$ cat config.mk
export PLATFORM = sky130hd
export DESIGN_NAME = fastq_record_parser_top
export DESIGN_NICKNAME = d
export VERILOG_FILES = /design/src/rtl/core/fqp_pkg.sv /design/src/rtl/core/fqp_parser.sv /design/src/rtl/core/fastq_record_parser_top.sv
export SDC_FILE = /design/constraint.sdc
export NUM_CORES = 1
export LEC_CHECK = 0
export BUFFER_PORTS_ARGS = -buffer_cell sky130_fd_sc_hd__buf_2
export CORE_MARGIN = 2
export CORE_UTILIZATION = 60
export CTS_CLUSTER_DIAMETER = 200
export DETAILED_ROUTE_END_ITERATION = 10
export GPL_ROUTABILITY_DRIVEN = 1
export GPL_TIMING_DRIVEN = 0
export HOLD_SLACK_MARGIN = 0.05
export PLACE_DENSITY = 0.79
export SLEW_MARGIN = 20
export SYNTH_ARGS = -nofsm -noshare
export SYNTH_HDL_FRONTEND = slang
export SYNTH_SLANG_ARGS = --single-unit
$ cat constraint.sdc
create_clock -name aclk -period 5.2 [get_ports aclk]
set_clock_uncertainty 0.2 [all_clocks]
set_input_delay 0.52 -clock aclk [delete_from_list [all_inputs] [get_ports aclk]]
set_output_delay 0.52 -clock aclk [all_outputs]
set_load 0.05 [all_outputs]
$ cat src/rtl/core/fqp_pkg.sv
// fqp_pkg: types, codes and character constants shared by the FASTQ record parser.
// Used by fqp_parser and fastq_record_parser_top; depends on nothing else.
`timescale 1ns / 1ps
`default_nettype none

package fqp_pkg;

    // default width of the internal length counters
    localparam int LENGTH_BITS_DEFAULT = 16;
    // reported length fields are fixed at 16 bits
    localparam int LEN_OUT_W = 16;

    typedef enum logic [2:0] {
        PH_BETWEEN    = 3'd0,
        PH_HEADER     = 3'd1,
        PH_SEQ        = 3'd2,
        PH_PLUS_START = 3'd3,
        PH_PLUS_BODY  = 3'd4,
        PH_QUAL       = 3'd5
    } phase_t;

    localparam logic [2:0] CLS_ID      = 3'd0;
    localparam logic [2:0] CLS_COMMENT = 3'd1;
    localparam logic [2:0] CLS_SEQ     = 3'd2;
    localparam logic [2:0] CLS_PLUS    = 3'd3;
    localparam logic [2:0] CLS_QUAL    = 3'd4;
    localparam logic [2:0] CLS_MARK    = 3'd5;

    localparam logic [3:0] ERR_NONE       = 4'd0;
    localparam logic [3:0] ERR_NO_AT      = 4'd1;
    localparam logic [3:0] ERR_NO_PLUS    = 4'd2;
    localparam logic [3:0] ERR_TRUNC_HDR  = 4'd3;
    localparam logic [3:0] ERR_TRUNC_SEQ  = 4'd4;
    localparam logic [3:0] ERR_TRUNC_PLUS = 4'd5;
    localparam logic [3:0] ERR_TRUNC_QUAL = 4'd6;
    localparam logic [3:0] ERR_EMPTY_SEQ  = 4'd7;
    localparam logic [3:0] ERR_LEN_MISM   = 4'd8;
    localparam logic [3:0] ERR_OVERLONG   = 4'd9;

    localparam logic [7:0] CH_TAB   = 8'h09;
    localparam logic [7:0] CH_LF    = 8'h0A;
    localparam logic [7:0] CH_CR    = 8'h0D;
    localparam logic [7:0] CH_SPACE = 8'h20;
    localparam logic [7:0] CH_PLUS  = 8'h2B;
    localparam logic [7:0] CH_AT    = 8'h40;

    typedef struct packed {
        logic [7:0] data_byte;
        logic       end_of_stream;
    } in_t;

    typedef struct packed {
        logic [7:0]           out_byte;
        logic [2:0]           byte_class;
        logic                 cr_before;
        logic                 record_done;
        logic [LEN_OUT_W-1:0] id_length;
        logic [LEN_OUT_W-1:0] comment_length;
        logic [LEN_OUT_W-1:0] seq_length;
        logic [3:0]           error_code;
    } out_t;

endpackage

`default_nettype wire

$ cat src/rtl/core/fqp_parser.sv
// fqp_parser: parse state registers and the per-word classification logic.
// Depends on fqp_pkg; the result is combinational from the current word and state.
`timescale 1ns / 1ps
`default_nettype none

module fqp_parser #(
    parameter int LENGTH_BITS = fqp_pkg::LENGTH_BITS_DEFAULT
) (
    input  wire logic         aclk,
    input  wire logic         aresetn,
    input  wire fqp_pkg::in_t item,
    input  wire logic         step_en,
    output fqp_pkg::out_t     result
);

    typedef struct packed {
        logic [LENGTH_BITS-1:0] id;
        logic [LENGTH_BITS-1:0] com;
        logic [LENGTH_BITS-1:0] seq;
        logic [LENGTH_BITS-1:0] qual;
    } counts_t;

    typedef struct packed {
        logic    ok;
        counts_t c;
    } bump_t;

    // count one data byte in the field of the given phase; ok drops on overflow
    function automatic bump_t count_field(input fqp_pkg::phase_t ph, input logic ic,
                                          input counts_t c);
        bump_t r;
        r.ok = 1'b1;
        r.c  = c;
        case (ph)
            fqp_pkg::PH_HEADER: begin
                if (ic) begin
                    if (&c.com) r.ok = 1'b0;
                    else        r.c.com = c.com + LENGTH_BITS'(1);
                end else begin
                    if (&c.id) r.ok = 1'b0;
                    else       r.c.id = c.id + LENGTH_BITS'(1);
                end
            end
            fqp_pkg::PH_SEQ: begin
                if (&c.seq) r.ok = 1'b0;
                else        r.c.seq = c.seq + LENGTH_BITS'(1);
            end
            fqp_pkg::PH_QUAL: begin
                if (&c.qual) r.ok = 1'b0;
                else         r.c.qual = c.qual + LENGTH_BITS'(1);
            end
            default: ;
        endcase
        return r;
    endfunction

    fqp_pkg::phase_t phase_reg, phase_next;
    logic            held_cr_reg, held_cr_next;
    logic            in_comment_reg, in_comment_next;
    counts_t         counts_reg, counts_next;
    logic [3:0]      err_reg, err_next;

    always_comb begin
        logic [7:0] b;
        logic       eos;
        logic       ok;
        logic       done;
        logic       crb;
        logic [2:0] cls;
        bump_t      bres;

        b    = item.data_byte;
        eos  = item.end_of_stream;
        ok   = 1'b1;
        done = 1'b0;
        crb  = 1'b0;
        cls  = fqp_pkg::CLS_MARK;
        bres = '0;

        phase_next      = phase_reg;
        held_cr_next    = held_cr_reg;
        in_comment_next = in_comment_reg;
        counts_next     = counts_reg;
        err_next        = err_reg;

        if (err_reg == fqp_pkg::ERR_NONE) begin
            if (eos) begin
                case (phase_reg)
                    fqp_pkg::PH_HEADER:     err_next = fqp_pkg::ERR_TRUNC_HDR;
                    fqp_pkg::PH_SEQ:        err_next = fqp_pkg::ERR_TRUNC_SEQ;
                    fqp_pkg::PH_PLUS_START: err_next = fqp_pkg::ERR_TRUNC_PLUS;
                    fqp_pkg::PH_PLUS_BODY:  err_next = fqp_pkg::ERR_TRUNC_PLUS;
                    fqp_pkg::PH_QUAL: begin
                        if (counts_reg.qual == '0 && !held_cr_reg)
                            err_next = fqp_pkg::ERR_TRUNC_QUAL;
                        else if (counts_reg.seq == '0)
                            err_next = fqp_pkg::ERR_EMPTY_SEQ;
                        else if (counts_reg.seq != counts_reg.qual)
                            err_next = fqp_pkg::ERR_LEN_MISM;
                        else
                            done = 1'b1;
                    end
                    default: ;
                endcase
            end else begin
                // a held cr not followed by lf is a data byte of its field
                if (held_cr_reg) begin
                    held_cr_next = 1'b0;
                    if (b != fqp_pkg::CH_LF) begin
                        crb  = 1'b1;
                        bres = count_field(phase_reg, in_comment_reg, counts_next);
                        ok   = bres.ok;
                        if (bres.ok) counts_next = bres.c;
                        else         err_next = fqp_pkg::ERR_OVERLONG;
                    end
                end
                if (ok) begin
                    case (phase_reg)
                        fqp_pkg::PH_BETWEEN: begin
                            if (b == fqp_pkg::CH_LF || b == fqp_pkg::CH_CR) begin
                                phase_next = phase_reg;
                            end else if (b == fqp_pkg::CH_AT) begin
                                phase_next      = fqp_pkg::PH_HEADER;
                                in_comment_next = 1'b0;
                            end else begin
                                err_next = fqp_pkg::ERR_NO_AT;
                            end
                        end
                        fqp_pkg::PH_HEADER: begin
                            if (b == fqp_pkg::CH_LF) begin
                                phase_next = fqp_pkg::PH_SEQ;
                            end else if (b == fqp_pkg::CH_CR) begin
                                held_cr_next = 1'b1;
                            end else if (!in_comment_reg &&
                                         (b == fqp_pkg::CH_SPACE || b == fqp_pkg::CH_TAB)) begin
                                in_comment_next = 1'b1;
                            end else begin
                                bres = count_field(phase_reg, in_comment_reg, counts_next);
                                if (bres.ok) begin
                                    counts_next = bres.c;
                                    cls = in_comment_reg ? fqp_pkg::CLS_COMMENT
                                                         : fqp_pkg::CLS_ID;
                                end else begin
                                    err_next = fqp_pkg::ERR_OVERLONG;
                                end
                            end
                        end
                        fqp_pkg::PH_SEQ: begin
                            if (b == fqp_pkg::CH_LF) begin
                                phase_next = fqp_pkg::PH_PLUS_START;
                            end else if (b == fqp_pkg::CH_CR) begin
                                held_cr_next = 1'b1;
                            end else begin
                                bres = count_field(phase_reg, in_comment_reg, counts_next);
                                if (bres.ok) begin
                                    counts_next = bres.c;
                                    cls = fqp_pkg::CLS_SEQ;
                                end else begin
                                    err_next = fqp_pkg::ERR_OVERLONG;
                                end
                            end
                        end
                        fqp_pkg::PH_PLUS_START: begin
                            if (b == fqp_pkg::CH_PLUS) begin
                                phase_next = fqp_pkg::PH_PLUS_BODY;
                                cls = fqp_pkg::CLS_PLUS;
                            end else begin
                                err_next = fqp_pkg::ERR_NO_PLUS;
                            end
                        end
                        fqp_pkg::PH_PLUS_BODY: begin
                            if (b == fqp_pkg::CH_LF)      phase_next = fqp_pkg::PH_QUAL;
                            else if (b == fqp_pkg::CH_CR) held_cr_next = 1'b1;
                            else                          cls = fqp_pkg::CLS_PLUS;
                        end
                        fqp_pkg::PH_QUAL: begin
                            if (b == fqp_pkg::CH_LF) begin
                                if (counts_next.seq == '0)
                                    err_next = fqp_pkg::ERR_EMPTY_SEQ;
                                else if (counts_next.seq != counts_next.qual)
                                    err_next = fqp_pkg::ERR_LEN_MISM;
                                else
                                    done = 1'b1;
                            end else if (b == fqp_pkg::CH_CR) begin
                                held_cr_next = 1'b1;
                            end else begin
                                bres = count_field(phase_reg, in_comment_reg, counts_next);
                                if (bres.ok) begin
                                    counts_next = bres.c;
                                    cls = fqp_pkg::CLS_QUAL;
                                end else begin
                                    err_next = fqp_pkg::ERR_OVERLONG;
                                end
                            end
                        end
                        default: phase_next = fqp_pkg::PH_BETWEEN;
                    endcase
                end
            end
        end

        result.out_byte       = eos ? 8'd0 : b;
        result.byte_class     = cls;
        result.cr_before      = crb;
        result.record_done    = done;
        result.id_length      = '0;
        result.comment_length = '0;
        result.seq_length     = '0;
        result.error_code     = err_next;

        if (err_next == fqp_pkg::ERR_NONE) begin
            if (done) begin
                result.id_length      = fqp_pkg::LEN_OUT_W'(counts_next.id);
                result.comment_length = fqp_pkg::LEN_OUT_W'(counts_next.com);
                result.seq_length     = fqp_pkg::LEN_OUT_W'(counts_next.seq);
            end
            // record closed or stream ended: back between records
            if (done || eos) begin
                phase_next      = fqp_pkg::PH_BETWEEN;
                held_cr_next    = 1'b0;
                in_comment_next = 1'b0;
                counts_next     = '0;
            end
        end else begin
            result.byte_class  = fqp_pkg::CLS_MARK;
            result.cr_before   = 1'b0;
            result.record_done = 1'b0;
        end
    end

    always_ff @(posedge aclk) begin
        if (!aresetn) begin
            phase_reg      <= fqp_pkg::PH_BETWEEN;
            held_cr_reg    <= 1'b0;
            in_comment_reg <= 1'b0;
            counts_reg     <= '0;
            err_reg        <= fqp_pkg::ERR_NONE;
        end else if (step_en) begin
            phase_reg      <= phase_next;
            held_cr_reg    <= held_cr_next;
            in_comment_reg <= in_comment_next;
            counts_reg     <= counts_next;
            err_reg        <= err_next;
        end
    end

    a_err_sticky: assert property (@(posedge aclk) disable iff (!aresetn)
        err_reg != fqp_pkg::ERR_NONE |=> $stable(err_reg))
        else $error("sticky error code changed");

    a_done_clean: assert property (@(posedge aclk) disable iff (!aresetn)
        result.record_done |-> (result.error_code == fqp_pkg::ERR_NONE &&
                                phase_next == fqp_pkg::PH_BETWEEN))
        else $error("record done with error or open record");

    a_between_clear: assert property (@(posedge aclk) disable iff (!aresetn)
        (err_reg == fqp_pkg::ERR_NONE && phase_reg == fqp_pkg::PH_BETWEEN) |->
        (counts_reg == '0 && !held_cr_reg && !in_comment_reg))
        else $error("stale record state between records");

    a_cr_held: assert property (@(posedge aclk) disable iff (!aresetn)
        result.cr_before |-> held_cr_reg)
        else $error("cr_before without a held cr");

endmodule

`default_nettype wire

$ cat src/rtl/core/fastq_record_parser_top.sv
// FASTQ record parser top: one byte per cycle unless m_ready stalls, tags each
// byte with its field. Takes one input word per clock while not stalled and
// delivers one result word per input word, via the input register, then the
// result register. The parse step between the two registers is combinational,
// and s_ready follows m_ready combinationally through both stages.
// Errors are sticky until aresetn. No clearing pass is needed after reset.
// Depends on fqp_pkg and fqp_parser.
`timescale 1ns / 1ps
`default_nettype none

module fastq_record_parser_top #(
    parameter int LENGTH_BITS = fqp_pkg::LENGTH_BITS_DEFAULT
) (
    input  wire logic          aclk,
    input  wire logic          aresetn,
    input  wire logic          s_valid,
    output logic               s_ready,
    input  wire fqp_pkg::in_t  s_data,
    output logic               m_valid,
    input  wire logic          m_ready,
    output fqp_pkg::out_t      m_data
);

    logic          in_valid_reg, in_valid_next;
    fqp_pkg::in_t  in_data_reg;
    logic          out_valid_reg, out_valid_next;
    fqp_pkg::out_t out_data_reg;
    fqp_pkg::out_t step_result;
    logic          adv;

    // input word moves on when the result register is empty or draining
    assign adv     = in_valid_reg && (!out_valid_reg || m_ready);
    assign s_ready = !in_valid_reg || adv;

    always_comb begin
        in_valid_next  = s_ready ? s_valid : in_valid_reg;
        out_valid_next = adv ? 1'b1 : (m_ready ? 1'b0 : out_valid_reg);
    end

    fqp_parser #(
        .LENGTH_BITS (LENGTH_BITS)
    ) u_parser (
        .aclk    (aclk),
        .aresetn (aresetn),
        .item    (in_data_reg),
        .step_en (adv),
        .result  (step_result)
    );

    always_ff @(posedge aclk) begin
        if (!aresetn) begin
            in_valid_reg  <= 1'b0;
            out_valid_reg <= 1'b0;
        end else begin
            in_valid_reg  <= in_valid_next;
            out_valid_reg <= out_valid_next;
        end
    end

    always_ff @(posedge aclk) begin
        if (s_valid && s_ready) in_data_reg <= s_data;
        if (adv)                out_data_reg <= step_result;
    end

    assign m_valid = out_valid_reg;
    assign m_data  = out_data_reg;

    a_stall_cause: assert property (@(posedge aclk) disable iff (!aresetn)
        !s_ready |-> (in_valid_reg && out_valid_reg && !m_ready))
        else $error("input stalled without a blocked result");

    a_adv_fills: assert property (@(posedge aclk) disable iff (!aresetn)
        adv |=> m_valid)
        else $error("advanced word did not reach the result register");

    a_no_drop: assert property (@(posedge aclk) disable iff (!aresetn)
        (in_valid_reg && !adv) |=> (in_valid_reg && $stable(in_data_reg)))
        else $error("held input word lost or changed");

endmodule

`default_nettype wire
==> Yosys cells after proc, flatten, opt, wreduce, memory -nomap -nowiden <==
Index checks and enable logic that the tools add are counted.
Widths: inputs -> output; s select.
{ "totals": {"reg_bits": 149, "latch_bits": 0, "ramBits": 0, "mem_bits_ro": 0, "input_bits": 13, "wordCells": 239, "n_memories": 0} }
{ "classes": {"add_sub_neg": 8, "multipliers": 0, "div_mod_pow": 0, "magnitude_cmp": 0, "eq_ne": 14, "n_shift": 0, "n_mux": 160, "bitwise_logic": 4, "n_reduce_logical": 33} }
{ "ops": {"columns": ["operator", "count"], "rows": [
  ["$mux 64", 14],
  ["$mux 16", 17],
  ["$pmux 64 s3", 1],
  ["$add 16x1->16 const B", 8],
  ["$mux 32", 4],
  ["$reduce_and 16->1", 8],
  ["$mux 4", 24],
  ["$mux 1", 71],
  ["$mux 3", 23],
  ["$logic_not 16->1", 3],
  ["$ne 16x16->1", 2],
  ["$eq 8x4->1 const B", 3],
  ["$pmux 4 s5", 1],
  ["$pmux 3 s6", 1],
  ["$eq 8x6->1 const B", 2],
  ["$pmux 4 s4", 1],
  ["$pmux 3 s5", 1],
  ["$reduce_or 4->1", 3],
  ["$eq 8x7->1 const B", 1],
  ["$logic_not 4->1", 2],
  ["$ne 8x4->1 const B", 1],
  ["$eq 3x2->1 const B", 2],
  ["$eq 3x3->1 const B", 2],
  ["$logic_or 1x1->1", 5],
  ["10 further kinds", 19]
]} }

==> Logic depth before layout (Yosys ltp) <==
Gate-level depths: netlist of run 1.
{ "depth": {"depth_word": 34, "mapped_depth": 20} }

==> Cells and area by module <==
Synthesis of run 1 repeated with hierarchy kept, for this count alone.
{ "unflattened": {"cells_unflattened": 1517, "area_unflattened_um2": 11955.2} }
{ "by_module_without_submodules": {"columns": ["module", "n_inst", "cells_each", "area_per_inst_um2", "seq_area_each_um2"], "rows": [
  ["fqp_parser", 1, 1434, 9629.2, 1461.4],
  ["fastq_record_parser_top", 1, 83, 2326.0, 2262.2]
]} }

==> Least setup slack after synthesis of run 1 <==
No wires, ideal clock.
{ "synth_timing": {"path_kind": "register -> register", "from": "reg u_parser.counts_reg[1] in the netlist's numbering", "to": "reg u_parser.counts_reg[51] in the netlist's numbering", "setup_time_ns": 0.075, "t_arrival_ns": 4.244, "required_time_ns": 4.925, "path_slack_ns": 0.681, "path_stages_with_launch": 21, "path_buffers": 4, "path_cell_list": "dfxtp_1 > ha_1 > clkbuf_1 > nand4_1 > nor4_1 > clkbuf_1 > buf_2 > nor2_1 > o21ai_1 > ha_1 > o21ai_0 > o22ai_1 > and4_1 > nand2_1 > o21a_1 > nor3b_1 > o31ai_2 > a21oi_4 > nand2_4 > buf_6 > o22ai_1"} }
{ "synth_between": {"elab_chain_len": 32, "elab_cells_between_ends": 104} }
{ "synth_rtl": {"columns": ["element", "line", "rtl"], "rows": [
  ["from (decl)", "fqp_parser.sv:60", "counts_t counts_reg, counts_next;"],
  ["from (signal assigned)", "fqp_parser.sv:242", "counts_reg <= counts_next;"],
  ["$reduce_and 16->1", "fqp_parser.sv:49", "if (&c.qual) r.ok = 1'b0;"],
  ["$mux 1", "fqp_parser.sv:49", null],
  ["$pmux 1 s3", "fqp_parser.sv:34", "case (ph)"],
  ["$mux 1", "fqp_parser.sv:109", "if (b != fqp_pkg::CH_LF) begin"],
  ["$mux 1", "fqp_parser.sv:107", "if (held_cr_reg) begin"],
  ["$mux 1", "fqp_parser.sv:87", "if (eos) begin"],
  ["$mux 1", "fqp_parser.sv:86", "if (err_reg == fqp_pkg::ERR_NONE) begin"],
  ["$mux 64", "fqp_parser.sv:113", "if (bres.ok) counts_next = bres.c;"],
  ["[... 16 more ...]", null, null],
  ["$mux 4 / $mux 64 (equally long branches)", "fqp_parser.sv:132", "end else if (b == fqp_pkg::CH_CR) begin"],
  ["$mux 4 / $mux 64 (equally long branches)", "fqp_parser.sv:130", "if (b == fqp_pkg::CH_LF) begin"],
  ["$pmux 4 s5 / $pmux 64 s3 (equally long branches)", "fqp_parser.sv:118", "case (phase_reg)"],
  ["$mux 4 / $mux 64 (equally long branches)", "fqp_parser.sv:117", "if (ok) begin"],
  ["$mux 4 / $mux 64 (equally long branches)", "fqp_parser.sv:87", null],
  ["$mux 4 / $mux 64 (equally long branches)", "fqp_parser.sv:86", null],
  ["$logic_not 4->1 / $mux 64 (equally long branches)", "fqp_parser.sv:211, fqp_parser.sv:218", null],
  ["$mux 64 *", "fqp_parser.sv:211", "if (err_next == fqp_pkg::ERR_NONE) begin"]
]} }
Mark *: on every way between the ends. The rest lies on a longest branch, timed or not. The select of a mux whose other input is x is not followed.
A chain may end at the register's enable or synchronous reset.

==> Worst setup path in the final report of run 1 <==
{ "layout_timing": {"from": "reg in_data_reg[5] in the netlist's numbering", "to": "reg u_parser.counts_reg[50] in the netlist's numbering"} }
{ "layout_between": {"elab_chain_len": 25, "elab_cells_between_ends": 91} }
{ "layout_rtl": {"columns": ["element", "line", "rtl"], "rows": [
  ["from (decl)", "fastq_record_parser_top.sv:25", "fqp_pkg::in_t in_data_reg;"],
  ["from (signal assigned)", "fastq_record_parser_top.sv:61", "if (s_valid && s_ready) in_data_reg <= s_data;"],
  ["$ne 8x4->1", "fqp_parser.sv:109", null],
  ["$mux 64", "fqp_parser.sv:109", null],
  ["$mux 64", "fqp_parser.sv:107", null],
  ["$mux 64", "fqp_parser.sv:87", null],
  ["$mux 64", "fqp_parser.sv:86", null],
  ["$reduce_and 16->1, on equally long branches", "fqp_parser.sv:40, fqp_parser.sv:37", null],
  ["$mux 1, on equally long branches", "fqp_parser.sv:40, fqp_parser.sv:37", null],
  ["$mux 1", "fqp_parser.sv:36", "if (ic) begin"],
  ["[... 9 more ...]", null, null],
  ["$mux 4 / $mux 64 (equally long branches)", "fqp_parser.sv:132", null],
  ["$mux 4 / $mux 64 (equally long branches)", "fqp_parser.sv:130", null],
  ["$pmux 4 s5 / $pmux 64 s3 (equally long branches)", "fqp_parser.sv:118", null],
  ["$mux 4 / $mux 64 (equally long branches)", "fqp_parser.sv:117", null],
  ["$mux 4 / $mux 64 (equally long branches)", "fqp_parser.sv:87", null],
  ["$mux 4 / $mux 64 (equally long branches)", "fqp_parser.sv:86", null],
  ["$logic_not 4->1 / $mux 64 (equally long branches)", "fqp_parser.sv:211, fqp_parser.sv:218", null],
  ["$mux 64 *", "fqp_parser.sv:211", null]
]} }
Marks and branches as above.

==> run summary, run 1 <==
The run finished with clean final reports. The all-layer global routing usage came out at a little under two fifths. The setup path with the least slack is of type reg -> reg.

The CTS clock-pin slew for the worst setup and hold paths came out at roughly 0.07 ns. The post-synthesis sequential element count is 149. The total cell area at the placement stage is ~12,000 um^2. After layout, the design draws a total of about 0.0028 W. In this run the remaining antenna-violating nets after routing total 0. The worst path needs slightly above 5 ns of the cycle, external delays included. The signal arrival time at the worst endpoint is roughly 5.3 ns.

The area of the multi-input gates is around 6800 um^2. The number of max-capacitance violations reported came out at 0. The antenna diode count is 0. At the end of routability-driven placement, the weighted congestion stood at approximately 1.1. The maximum root-to-sink buffer count came out at 2. The via count of the first global-routing pass is between 10,000 and 15,000. The area share of the leading cell type in the synthesized netlist is 20.4%. The storage element area is roughly 3700 um^2. The clock reaches the later pin of the worst-skew pair after 0.44 ns.

The core utilization of the finished layout came out at between 60 and 70%. The count of synthesis-stage warnings from yosys came out at 0. The actual slew at the worst max-slew pin is around 1.0 ns. After synthesis, the share of flip-flops with an asynchronous set or reset is 0%.

When the netlist entered floorplanning its net count stood at about 1,400. The post-synthesis cell area is between 10,000 and 15,000 um^2. The number of antenna violations at the first check in global routing came out at 0. The die covers around 19,000 um^2.

After layout, the worst path uses between 90% and 100% of the clock period. 80 I/O pins were placed. The cell leakage power is approximately 4.1 nW.

The smallest hold slack is about 0.055 ns. The final count of pins violating max slew came to 0. In the final routed layout, each cell accounts on average for ~22 um.

The peak ir drop on the vdd network came out at approximately 300 uV. The remaining global-route overflow is 0. The most area-hungry cell type in the Yosys netlist is sky130_fd_sc_hd__edfxtp_1. The number of unique standard cell types used by synthesis is 93.

The post-detailed-route DRC marker count is 0. The count of TritonRoute iterations in the first routing pass came out at 6. After legalization and detailed placement, the total HPWL measured around 28,000 um.

The core outline area came out at between 15,000 and 20,000 um^2. The critical path startpoint category is a flop. The post-route cell area came out at ~13,000 um^2. The fraction of layout cells with a size suffix above 1 is between 10 and 15%. Timing would allow up to ~190 MHz. The worst pin sits at a relative slew slack of about 30%.

The overall die height came out at between 100 and 150 um. The gate count after technology mapping is around 1,400. The chip width is between 100 and 150 um. Compared with the post-synthesis result, the final layout area differs by 14.7%.

Among all flip-flop cells after synthesis, the most frequent one is sky130_fd_sc_hd__dfxtp_1. Buffers inserted during clock tree synthesis total 17. STA classifies the critical path endpoint as a flop. TritonCTS built the clock tree. The net count reported at finish is roughly 1,500. The count of endpoints failing hold in the final timing report came out at 0. For this design the ratio of total power to cell area is 223 nW/um^2. The register with the most flip-flops in the layout has 65 of them. The floorplan has 49 rows. CTS built an H-tree with a depth of 4.

The worst setup margin is 0.0120 ns. The largest net degree at the start of global routing is 39. The data required time at the worst endpoint came out at roughly 5.4 ns.

The wire length of the first global-routing pass came out at slightly below 60,000 um. The peak fanout along the critical path came out at 7. The number of DRC markers in iteration 0 is 1,419. The final routed wirelength across all metal layers came out at between 30,000 and 40,000 um. The total setup violations reported at the end of the flow is 0. The count of clock tree sinks came out at ~150. The path type of the worst min-delay path is in -> reg. The number of filler instances in the final layout is approximately 1,500. Prior to clock tree synthesis, the placed netlist has a worst setup slack of -0.846 ns. After detailed routing, the number of vias per cell comes to approximately 6.7. The number of synthesized flops with an enable pin is 74.

The initial core utilization is between 60% and 70%. Ranked by total cell area, the synthesized netlist is headed by sky130_fd_sc_hd__edfxtp_1, sky130_fd_sc_hd__dfxtp_1, sky130_fd_sc_hd__nand2_1. Clock tree synthesis selected as its root buffer the cell sky130_fd_sc_hd__clkbuf_16.

The synthesized area per cell came out at between 8 and 9 um^2. The total via count in the routed design is 11,400. In this run the tool buffered the top-level ports with a little under 80 buffer cells.

The share of synthesized area occupied by flip-flops and latches is 34.2%.
[synthesized netlist by cell type (all sizes together) (17+ instances only)]
cell,instances
edfxtp,74
buf,32
xor2,59
nor2,133
clkbuf,61
a21oi,49
nand4,32
or4,17
nor4,44
xnor2,68
nand2,155
inv,47
nor3,48
dfxtp,75
o21ai,99
or3,19
and2,25
nand3,64
[worst max-delay path: stages, from the launching register on]
cell and delay [ns]:
sky130_fd_sc_hd__edfxtp_1 0.48, sky130_fd_sc_hd__or4_1 0.60, sky130_fd_sc_hd__buf_2 0.23, sky130_fd_sc_hd__o21ai_4 0.29, sky130_fd_sc_hd__nor3_1 0.16, sky130_fd_sc_hd__xnor2_1 0.30
sky130_fd_sc_hd__or4_4 0.62, sky130_fd_sc_hd__or3_1 0.45, sky130_fd_sc_hd__or3_4 0.44, sky130_fd_sc_hd__o221ai_2 0.28, sky130_fd_sc_hd__o31ai_4 0.17, sky130_fd_sc_hd__a21oi_4 0.23
sky130_fd_sc_hd__buf_4 0.20, sky130_fd_sc_hd__buf_4 0.15, sky130_fd_sc_hd__a21oi_1 0.07, sky130_fd_sc_hd__o21ai_0 0.22
[cell families after synthesis]
family	share of synthesized area, %
DFF	34.2
buffers and inverters	5.40
AOI/OAI and AO/OA	17.8
muxes	1.52
xor gates and xnor gates	10.4
adders and majority gates	1.26
and+or+nand+nor	29.4
[cell usage in the layout (no fill, tap or decap), drive strengths merged, types with 54 or more instances in the layout]
master / Yosys / routed
buf: 32 / 118
clkbuf: 61 / 76
dfxtp: 75 / 75
edfxtp: 74 / 74
inv: 47 / 54
nand2: 155 / 155
nand3: 64 / 64
nor2: 133 / 133
o21ai: 99 / 99
xnor2: 68 / 68
xor2: 59 / 59
[routing by layer]
metal  track usage [%]  part of all wire [%]
met1              47.6                    38
met2              62.2                    46
met3              8.56                   9.7
met4              20.4                   5.7
met5                 0                     0
[area by class of cell]
cell class / instances / share of cell area, %
multi-input cells: 1064 / 54.1
flip-flops and latches: 149 / 29.8
repair buffers: 96 / 4.56
clock buffers: 17 / 3.40
plain buffers: 89 / 3.25
well taps: 229 / 2.29
inverters: 48 / 1.46
clock inverters: 15 / 1.17
[power by group]
part / switching, W / internal [W]
Combinational: 0.000208 / 0.0000509
Clock: 0.000584 / 0.000673
Sequential: 0.0000133 / 0.00126
Total: 0.000805 / 0.00198
[worst paths after layout]
kind / startpoint / end / slack [ns] / depth (start not counted)
worst min register to register: u_parser.counts_reg[55]$_SDFFE_PN0P_ / u_parser.counts_reg[55]$_SDFFE_PN0P_ / 0.30 / 2
worst max register to register: in_data_reg[5]$_DFFE_PP_ / u_parser.counts_reg[50]$_SDFFE_PN0P_ / 0.01 / 15
worst min-delay path: s_data[1] / in_data_reg[1]$_DFFE_PP_ / 0.06 / 1
worst max-delay path: in_data_reg[5]$_DFFE_PP_ / u_parser.counts_reg[50]$_SDFFE_PN0P_ / 0.01 / 15
[stage by stage]
| stage | setup TNS, ns | instances |
|---|---|---|
| final | 0 | 1707 |
| after global routing | -0.0627 | 1707 |
| after CTS | 0 | 1702 |
| after detailed placement | -51.12 | 1662 |
| after global placement | -56.40 | 1661 |
| after floorplan | 0 | 1354 |
[what timing repair did]
action,in CTS,in global routing
hold buffers,6,2
cloned,0,0
endpoints found under the setup margin,108,106
buffers inserted,4,5
endpoints found under the hold margin,6,2
gates resized for setup,18,23
pin swaps,2,4
Power figures use the tool's default switching activity.
==> inputs of run 2 (changes only) <==
--- a/config.mk
+++ b/config.mk
@@ -8,12 +8,14 @@
 export BUFFER_PORTS_ARGS = -buffer_cell sky130_fd_sc_hd__buf_2
 export CORE_MARGIN = 2
 export CORE_UTILIZATION = 60
+export CTS_BUF_LIST = sky130_fd_sc_hd__clkbuf_4
 export CTS_CLUSTER_DIAMETER = 200
 export DETAILED_ROUTE_END_ITERATION = 10
 export GPL_ROUTABILITY_DRIVEN = 1
 export GPL_TIMING_DRIVEN = 0
 export HOLD_SLACK_MARGIN = 0.05
 export PLACE_DENSITY = 0.79
+export SETUP_SLACK_MARGIN = 0.02
 export SLEW_MARGIN = 20
 export SYNTH_ARGS = -nofsm -noshare
 export SYNTH_HDL_FRONTEND = slang
==> run 2 against run 1 <==
Global-route usage shrank 0.079 points. Flip-flop and latch count unchanged. Final cell count rose by 0.41%. Die area unchanged. Utilization down 1.5 points. Largest cell class unchanged. Largest power group unchanged. Highest routed layer unchanged.
==> run summary, run 2 (synthesis results as in run 1) <==
At the worst endpoint, the arrival time is between 5 and 6 ns. The library cell used most frequently in the layout, excluding fill and tap cells, is sky130_fd_sc_hd__nand2_1. The number of DRC markers in iteration 0 came out at approximately 1,400. For the worst-skew pair, the clock arrives at the later sink with an insertion delay of between 0.6 and 0.7 ns. Leaving out fill and tap cells, the most frequent cells in the layout are sky130_fd_sc_hd__nand2_1, sky130_fd_sc_hd__nor2_1, sky130_fd_sc_hd__buf_2. The peak fanout along the critical path came out at 10.

At the pin with the least slew margin, the transition time is just under 1 ns. In the final design database the tool counted ~1,500 nets. The smallest hold slack came out at 0.105 ns. Setup violations remaining at the end of the flow were counted as 0. The final weighted congestion of routability-driven global placement came out at 1.05. The overall die height is between 100 and 150 um. The number of buffers created by CTS came out at 17. The worst path uses a little under 100% of the clock period. The routed wirelength normalized by instance count is 22.0 um. The peak ir drop on the vdd network came out at around 200 uV. The flip-flop count of the largest register, all copies and words added is 65.

Across all setup checks in the final design, the least slack found is roughly 0.092 ns. The run finished with clean final reports. The largest stage delay on the critical path came out at 0.62 ns.

The kind of capture point of the worst setup path is a flop. On the critical path, the stage with the largest delay is an instance of sky130_fd_sc_hd__or4_4. Traced cell by cell, the critical path runs through or4_1 -> buf_2 -> o21ai_4 -> nor3_1 -> xnor2_1 -> or4_4 -> or3_1 -> or3_4 -> o221ai_2 -> o31ai_4 -> a21oi_4 -> buf_4 -> nand4_1 -> o21ai_0. Before antenna repair, the detailed router went through 6 iterations. The number of antenna violations at the first check in global routing came out at 1. The first global-routing pass estimated around 58,000 um of wire. The number of max-capacitance violations reported is 0. The fmax came out at between 150 and 200 MHz.

The depth of the CTS H-tree is 4. TritonCTS built the clock tree. The path type of the worst min-delay path is in -> reg. The count of input and output buffers is between 70 and 80.

The count of clock tree sinks came out at about 150. The pre-CTS setup slack is -0.846 ns. The worst path buffer plus inverter count came out at 2. The via count of the first global-routing pass is approximately 11,000. The critical path startpoint category is a flop. The fraction of layout cells with a size suffix above 1 came out at between 10 and 15%. The count of endpoints failing hold in the final timing report is 0. By startpoint and endpoint, the worst setup path is classified as reg -> reg. The chip width came out at approximately 140 um. Clock tree synthesis selected as its root buffer the cell sky130_fd_sc_hd__clkbuf_4. The initial core utilization is 60.9%. The die covers about 19,000 um^2.

The filler cells instantiated in the layout total 1,550. The largest net degree at the start of global routing is 39. STA puts the critical path data required time at about 5.5 ns.

The gate family responsible for the most delay along the worst path is simple AND/OR/NAND/NOR gates. The post-route cell area is ~12,000 um^2. The routed layout has between 10,000 and 15,000 vias. The relative max-transition margin is roughly 35%. The number of top-level pins is 80. The routed design could run at a clock period as short as 5.11 ns. The maximum root-to-sink buffer count came out at 2. The CTS clock-pin slew for the worst setup and hold paths came out at ~0.15 ns. Summed over all cells, the static leakage comes to 4.01 nW.

The HPWL after detailed placement is ~28,000 um. The final routed wirelength across all metal layers is around 38,000 um. The areal power density over the cells is 187 nW/um^2. The final-layout setup total negative slack came out at 0 ns. The number of vias per cell after detailed routing came out at 6.69. The total cell area at the placement stage came out at around 12,000 um^2.

The number of placement rows came out at 49. Global routing used 38.1% of the available tracks. The core utilization of the finished layout is approximately two thirds. The count of nets left with antenna violations after detail routing came out at 0.

The synthesis-to-finish area growth is 12.3%. The core outline area is roughly 18,000 um^2. The post-detailed-route DRC marker count is 0. The remaining global-route overflow is 0.

The final count of pins violating max slew was 0.
[run 2: changes by cell type in the layout (fill, tap and decap cells not counted)]
cell | previous run | this run
sky130_fd_sc_hd__buf_12 | 2 | 1
sky130_fd_sc_hd__buf_4 | 10 | 13
sky130_fd_sc_hd__clkbuf_1 | 52 | 53
sky130_fd_sc_hd__clkbuf_16 | 17 | 0
sky130_fd_sc_hd__clkbuf_4 | 2 | 19
sky130_fd_sc_hd__diode_2 | 0 | 1
sky130_fd_sc_hd__dlygate4sd3_1 | 8 | 11
sky130_fd_sc_hd__nor3b_2 | 1 | 0
sky130_fd_sc_hd__nor3b_4 | 0 | 1
sky130_fd_sc_hd__xnor2_1 | 62 | 63
sky130_fd_sc_hd__xnor2_2 | 6 | 5
[run 2: through the flow]
stage / total power (W) / instances
2_1_floorplan: 0.00146 / 1354
3_3_place_gp: 0.00153 / 1661
3_5_place_dp: 0.00154 / 1662
4_1_cts: 0.00228 / 1709
5_1_grt: 0.00234 / 1714
6_report: 0.00229 / 1714
[run 2: where the power goes]
part	switching (W)	leakage (nW)	total [W]	internal [W]
Clock	0.000510	0.149	0.000761	0.000251
Combinational	0.000208	2.58	0.000261	0.0000529
Sequential	0.0000130	1.28	0.00127	0.00126
[run 2: layout make-up]
class | instances | area, um^2 | share of cell area [%]
clock inverter | 15 | 146 | 1.20
buffer | 90 | 410 | 3.35
sequential | 149 | 3720 | 30.4
tap | 229 | 287 | 2.34
clock buffer | 17 | 128 | 1.04
multi-input combinational | 1064 | 6760 | 55.2
timing repair buffer | 101 | 603 | 4.93
antenna | 1 | 2.50 | 0.0204
inverter | 48 | 183 | 1.49
[run 2: what timing repair did]
| item | CTS | global route |
|---|---|---|
| endpoints found under the setup margin | 112 | 99 |
| endpoints found under the hold margin | 11 | 0 |
| hold buffers | 11 | 0 |
| pin swaps | 2 | 4 |
| setup buffers | 5 | 6 |
| gates resized for setup | 20 | 20 |
[run 2: worst reg2reg max path, cell delays in order, from the launching register on]
cell and delay (ns):
sky130_fd_sc_hd__edfxtp_1 0.48, sky130_fd_sc_hd__or4_1 0.59, sky130_fd_sc_hd__buf_2 0.24, sky130_fd_sc_hd__o21ai_4 0.29
sky130_fd_sc_hd__nor3_1 0.16, sky130_fd_sc_hd__xnor2_1 0.30, sky130_fd_sc_hd__or4_4 0.62, sky130_fd_sc_hd__or3_1 0.45
sky130_fd_sc_hd__or3_4 0.43, sky130_fd_sc_hd__o221ai_2 0.30, sky130_fd_sc_hd__o31ai_4 0.18, sky130_fd_sc_hd__a21oi_4 0.34
sky130_fd_sc_hd__buf_4 0.27, sky130_fd_sc_hd__nand4_1 0.10, sky130_fd_sc_hd__o21ai_0 0.12
[run 2: routing by layer]
metal	GRT usage, %	share of wire (%)	vias to the layer above
li1	-	-	5172
met1	47.2	38	5381
met2	62.8	46	726
met3	8.60	10	189
met4	19.5	5.7	0
met5	0	0	-
[run 2: worst paths after layout]
kind	startpoint	to	slack, ns	depth (start not counted)
max reg2reg	in_data_reg[5]$_DFFE_PP_	u_parser.counts_reg[50]$_SDFFE_PN0P_	0.09	14
min reg2reg	u_parser.counts_reg[55]$_SDFFE_PN0P_	u_parser.counts_reg[55]$_SDFFE_PN0P_	0.31	2
max	in_data_reg[5]$_DFFE_PP_	u_parser.counts_reg[50]$_SDFFE_PN0P_	0.09	14
min	aresetn	u_parser.err_reg[2]$_SDFFE_PN0P_	0.10	2
==> inputs of run 3 (changes only) <==
--- a/config.mk
+++ b/config.mk
@@ -12,7 +12,6 @@
 export CTS_CLUSTER_DIAMETER = 200
 export DETAILED_ROUTE_END_ITERATION = 10
 export GPL_ROUTABILITY_DRIVEN = 1
-export GPL_TIMING_DRIVEN = 0
 export HOLD_SLACK_MARGIN = 0.05
 export PLACE_DENSITY = 0.79
 export SETUP_SLACK_MARGIN = 0.02
==> run 3 against run 2 <==
Combinational power shrank 5%. Utilization grew 0.27 points. Clock power grew 8.3%. Flip-flop and latch count is the same. Global-route usage shrank 0.77 points. Sequential share of layout area shrank 0.13 points. Non-clock buffer count shrank 14. Final cell count shrank 0.82%.
==> run summary, run 3 (synthesis results as in run 1) <==
The post-route met1 wirelength came out at 14,200 um. The CTS tree is done. STA puts the critical path data arrival time at between 5 and 6 ns.

STA classifies the critical path startpoint as a flop. The total power is between 0.002 and 0.0025 W. The final count of pins violating max slew came out at 0. The HPWL after detailed placement came out at between 20,000 and 30,000 um. The remaining global-route overflow came out at 0. The maximum root-to-sink buffer count is 2. Summing all non-filler instances in the final layout gives an area of 12,300 um^2.

The worst setup path is captured at a flop. The final-layout setup total negative slack came out at 0 ns. Entering global routing, the biggest net connects 59 pins.

The via count of the first global-routing pass is ~11,000. The later pin in the worst-skew pair is clocked with a latency of about 0.60 ns. Setup repair after global routing left no endpoint under its margin. The fmax is between 150 and 200 MHz.

The die covers approximately 19,000 um^2. The final weighted congestion of routability-driven global placement came out at 1.10. The count of clock tree sinks came out at between 100 and 150. Leaving out fill and tap cells, the most frequent cell in the layout is sky130_fd_sc_hd__nand2_1.

The number of placement rows came out at about 50. The first TritonRoute pass finished after 7 iterations. In the final design database the tool counted 1,481 nets.

In this run the standard cell core region covers ~18,000 um^2. The number of antenna violations at the first check in global routing came out at 1. The CTS clock-pin slew for the worst setup and hold paths is around 0.15 ns. After layout, the minimum clock period comes to between 5 and 6 ns.

The routed wirelength normalized by instance count is ~22 um. The total cell area at the placement stage came out at approximately 12,000 um^2. Data on the critical path is required at its endpoint by approximately 5.5 ns. The period utilization came out at between 90% and 100%. The number of max-capacitance violations reported came out at 0. Once layout is complete, the utilization of the core stands at 68.6%. After detailed routing, the number of vias per cell comes to approximately 6.6. Of the cells placed in the final design, the portion with a size suffix greater than 1 is between 10% and 20%.

For this configuration, the core starts out at a cell density of around 60%. The depth of the CTS H-tree is 4. The first routing iteration left around 1,500 violations.

The highest metal layer carrying signal wires in the routed design is met4. The routed length on met3 came out at 3530 um. The worst setup path is of the reg -> reg kind.

The peak ir drop on the vdd network is about 220 uV. The post-detailed-route DRC marker count is 0. The overall die height is 139 um. The count of input and output buffers is between 70 and 80. The wire length of the first global-routing pass came out at 56,900 um. The met2 routed wirelength is 17,000 um. The cell leakage power came out at 4.16 nW. The tree is rooted in a sky130_fd_sc_hd__clkbuf_4.

Counting the fill cells in the layout gives between 1,500 and 2,000. At the pin with the least slew margin, the transition time is ~1.0 ns. The worst hold path belongs to the class reg -> reg. Compared with the post-synthesis result, the final layout area differs by 12.8%. The count of nets left with antenna violations after detail routing came out at 0. In the global route stage, overall resource usage came out at between 30% and 40%. The flow ran to the end, and the final reports show no timing, DRC or antenna violations. The number of buffers created by CTS came out at 17. The final routed wirelength across all metal layers came out at ~37,000 um. For this design the ratio of total power to cell area is roughly 190 nW/um^2. The number of top-level pins came out at 80. The count of endpoints failing hold in the final timing report came out at 0. Setup violations remaining at the end of the flow were counted as 0. The routed layout has between 10,000 and 15,000 vias.

The library cells used most frequently in the layout, excluding fill and tap cells, are sky130_fd_sc_hd__nand2_1, sky130_fd_sc_hd__nor2_1, sky130_fd_sc_hd__buf_4. The worst pin sits at a relative slew slack of around 30%. The chip width is between 100 and 150 um. The flip-flop count of the largest register, all copies and words added is 65. The peak fanout along the critical path is 14.
-- run 3: worst max-delay path, cell delays in order, from the launching register on --
cell	delay [ns]
sky130_fd_sc_hd__edfxtp_1	0.46
sky130_fd_sc_hd__or4_1	0.78
sky130_fd_sc_hd__o211ai_1	0.48
sky130_fd_sc_hd__a21o_1	0.44
sky130_fd_sc_hd__o41ai_1	0.13
sky130_fd_sc_hd__a211oi_1	0.46
sky130_fd_sc_hd__nor4_1	0.18
sky130_fd_sc_hd__a31oi_1	0.32
sky130_fd_sc_hd__o221ai_2	0.19
sky130_fd_sc_hd__o31ai_2	0.39
sky130_fd_sc_hd__a21oi_4	0.11
sky130_fd_sc_hd__buf_4	0.18
sky130_fd_sc_hd__a21oi_2	0.40
sky130_fd_sc_hd__o32ai_1	0.17
-- run 3: final cells by class --
type	instances	area, um^2	area share, %
antenna	1	2.50	0.0204
clock buffer	19	143	1.16
clock inverter	13	173	1.41
inverter	48	180	1.47
multi-input combinational	1064	6610	53.8
sequential	149	3720	30.3
tap	229	287	2.33
timing repair buffer	177	1170	9.55
-- run 3: per-layer routing --
layer	track usage, %	vias to the layer above
li1	-	5140
met1	46.8	5234
met2	60.7	672
met3	7.80	156
met4	20.5	0
met5	0	-
-- run 3: repair_timing --
item | CTS | global route
hold buffers | 12 | 0
setup buffers | 0 | 3
endpoints found under the hold margin | 15 | 0
gates resized for setup | 0 | 1
setup endpoints to repair | 0 | 36
-- run 3: through the flow --
step	setup slack [ns]	cells	hold WS [ns]
3_5_place_dp	0.292	1652	0.289
4_1_cts	0.270	1696	0.310
5_1_grt	0.0348	1700	0.331
3_3_place_gp	0.437	1652	0.287
6_report	0.184	1700	0.310
2_1_floorplan	0.681	1354	0.257
-- run 3: report_power, final --
part	switching, W	internal [W]
Combinational	0.000192	0.0000568
Clock	0.000472	0.000352
Sequential	0.0000132	0.00126
-- run 3: path summary, 6_finish.rpt --
path,start,to,slack [ns],cells past startpoint
worst max-delay path,in_data_reg[5]$_DFFE_PP_,u_parser.counts_reg[11]$_SDFFE_PN0P_,0.18,13
worst min-delay path,u_parser.counts_reg[55]$_SDFFE_PN0P_,u_parser.counts_reg[55]$_SDFFE_PN0P_,0.31,2
worst min register to register,u_parser.counts_reg[55]$_SDFFE_PN0P_,u_parser.counts_reg[55]$_SDFFE_PN0P_,0.31,2
worst max register to register,in_data_reg[5]$_DFFE_PP_,u_parser.counts_reg[11]$_SDFFE_PN0P_,0.18,13
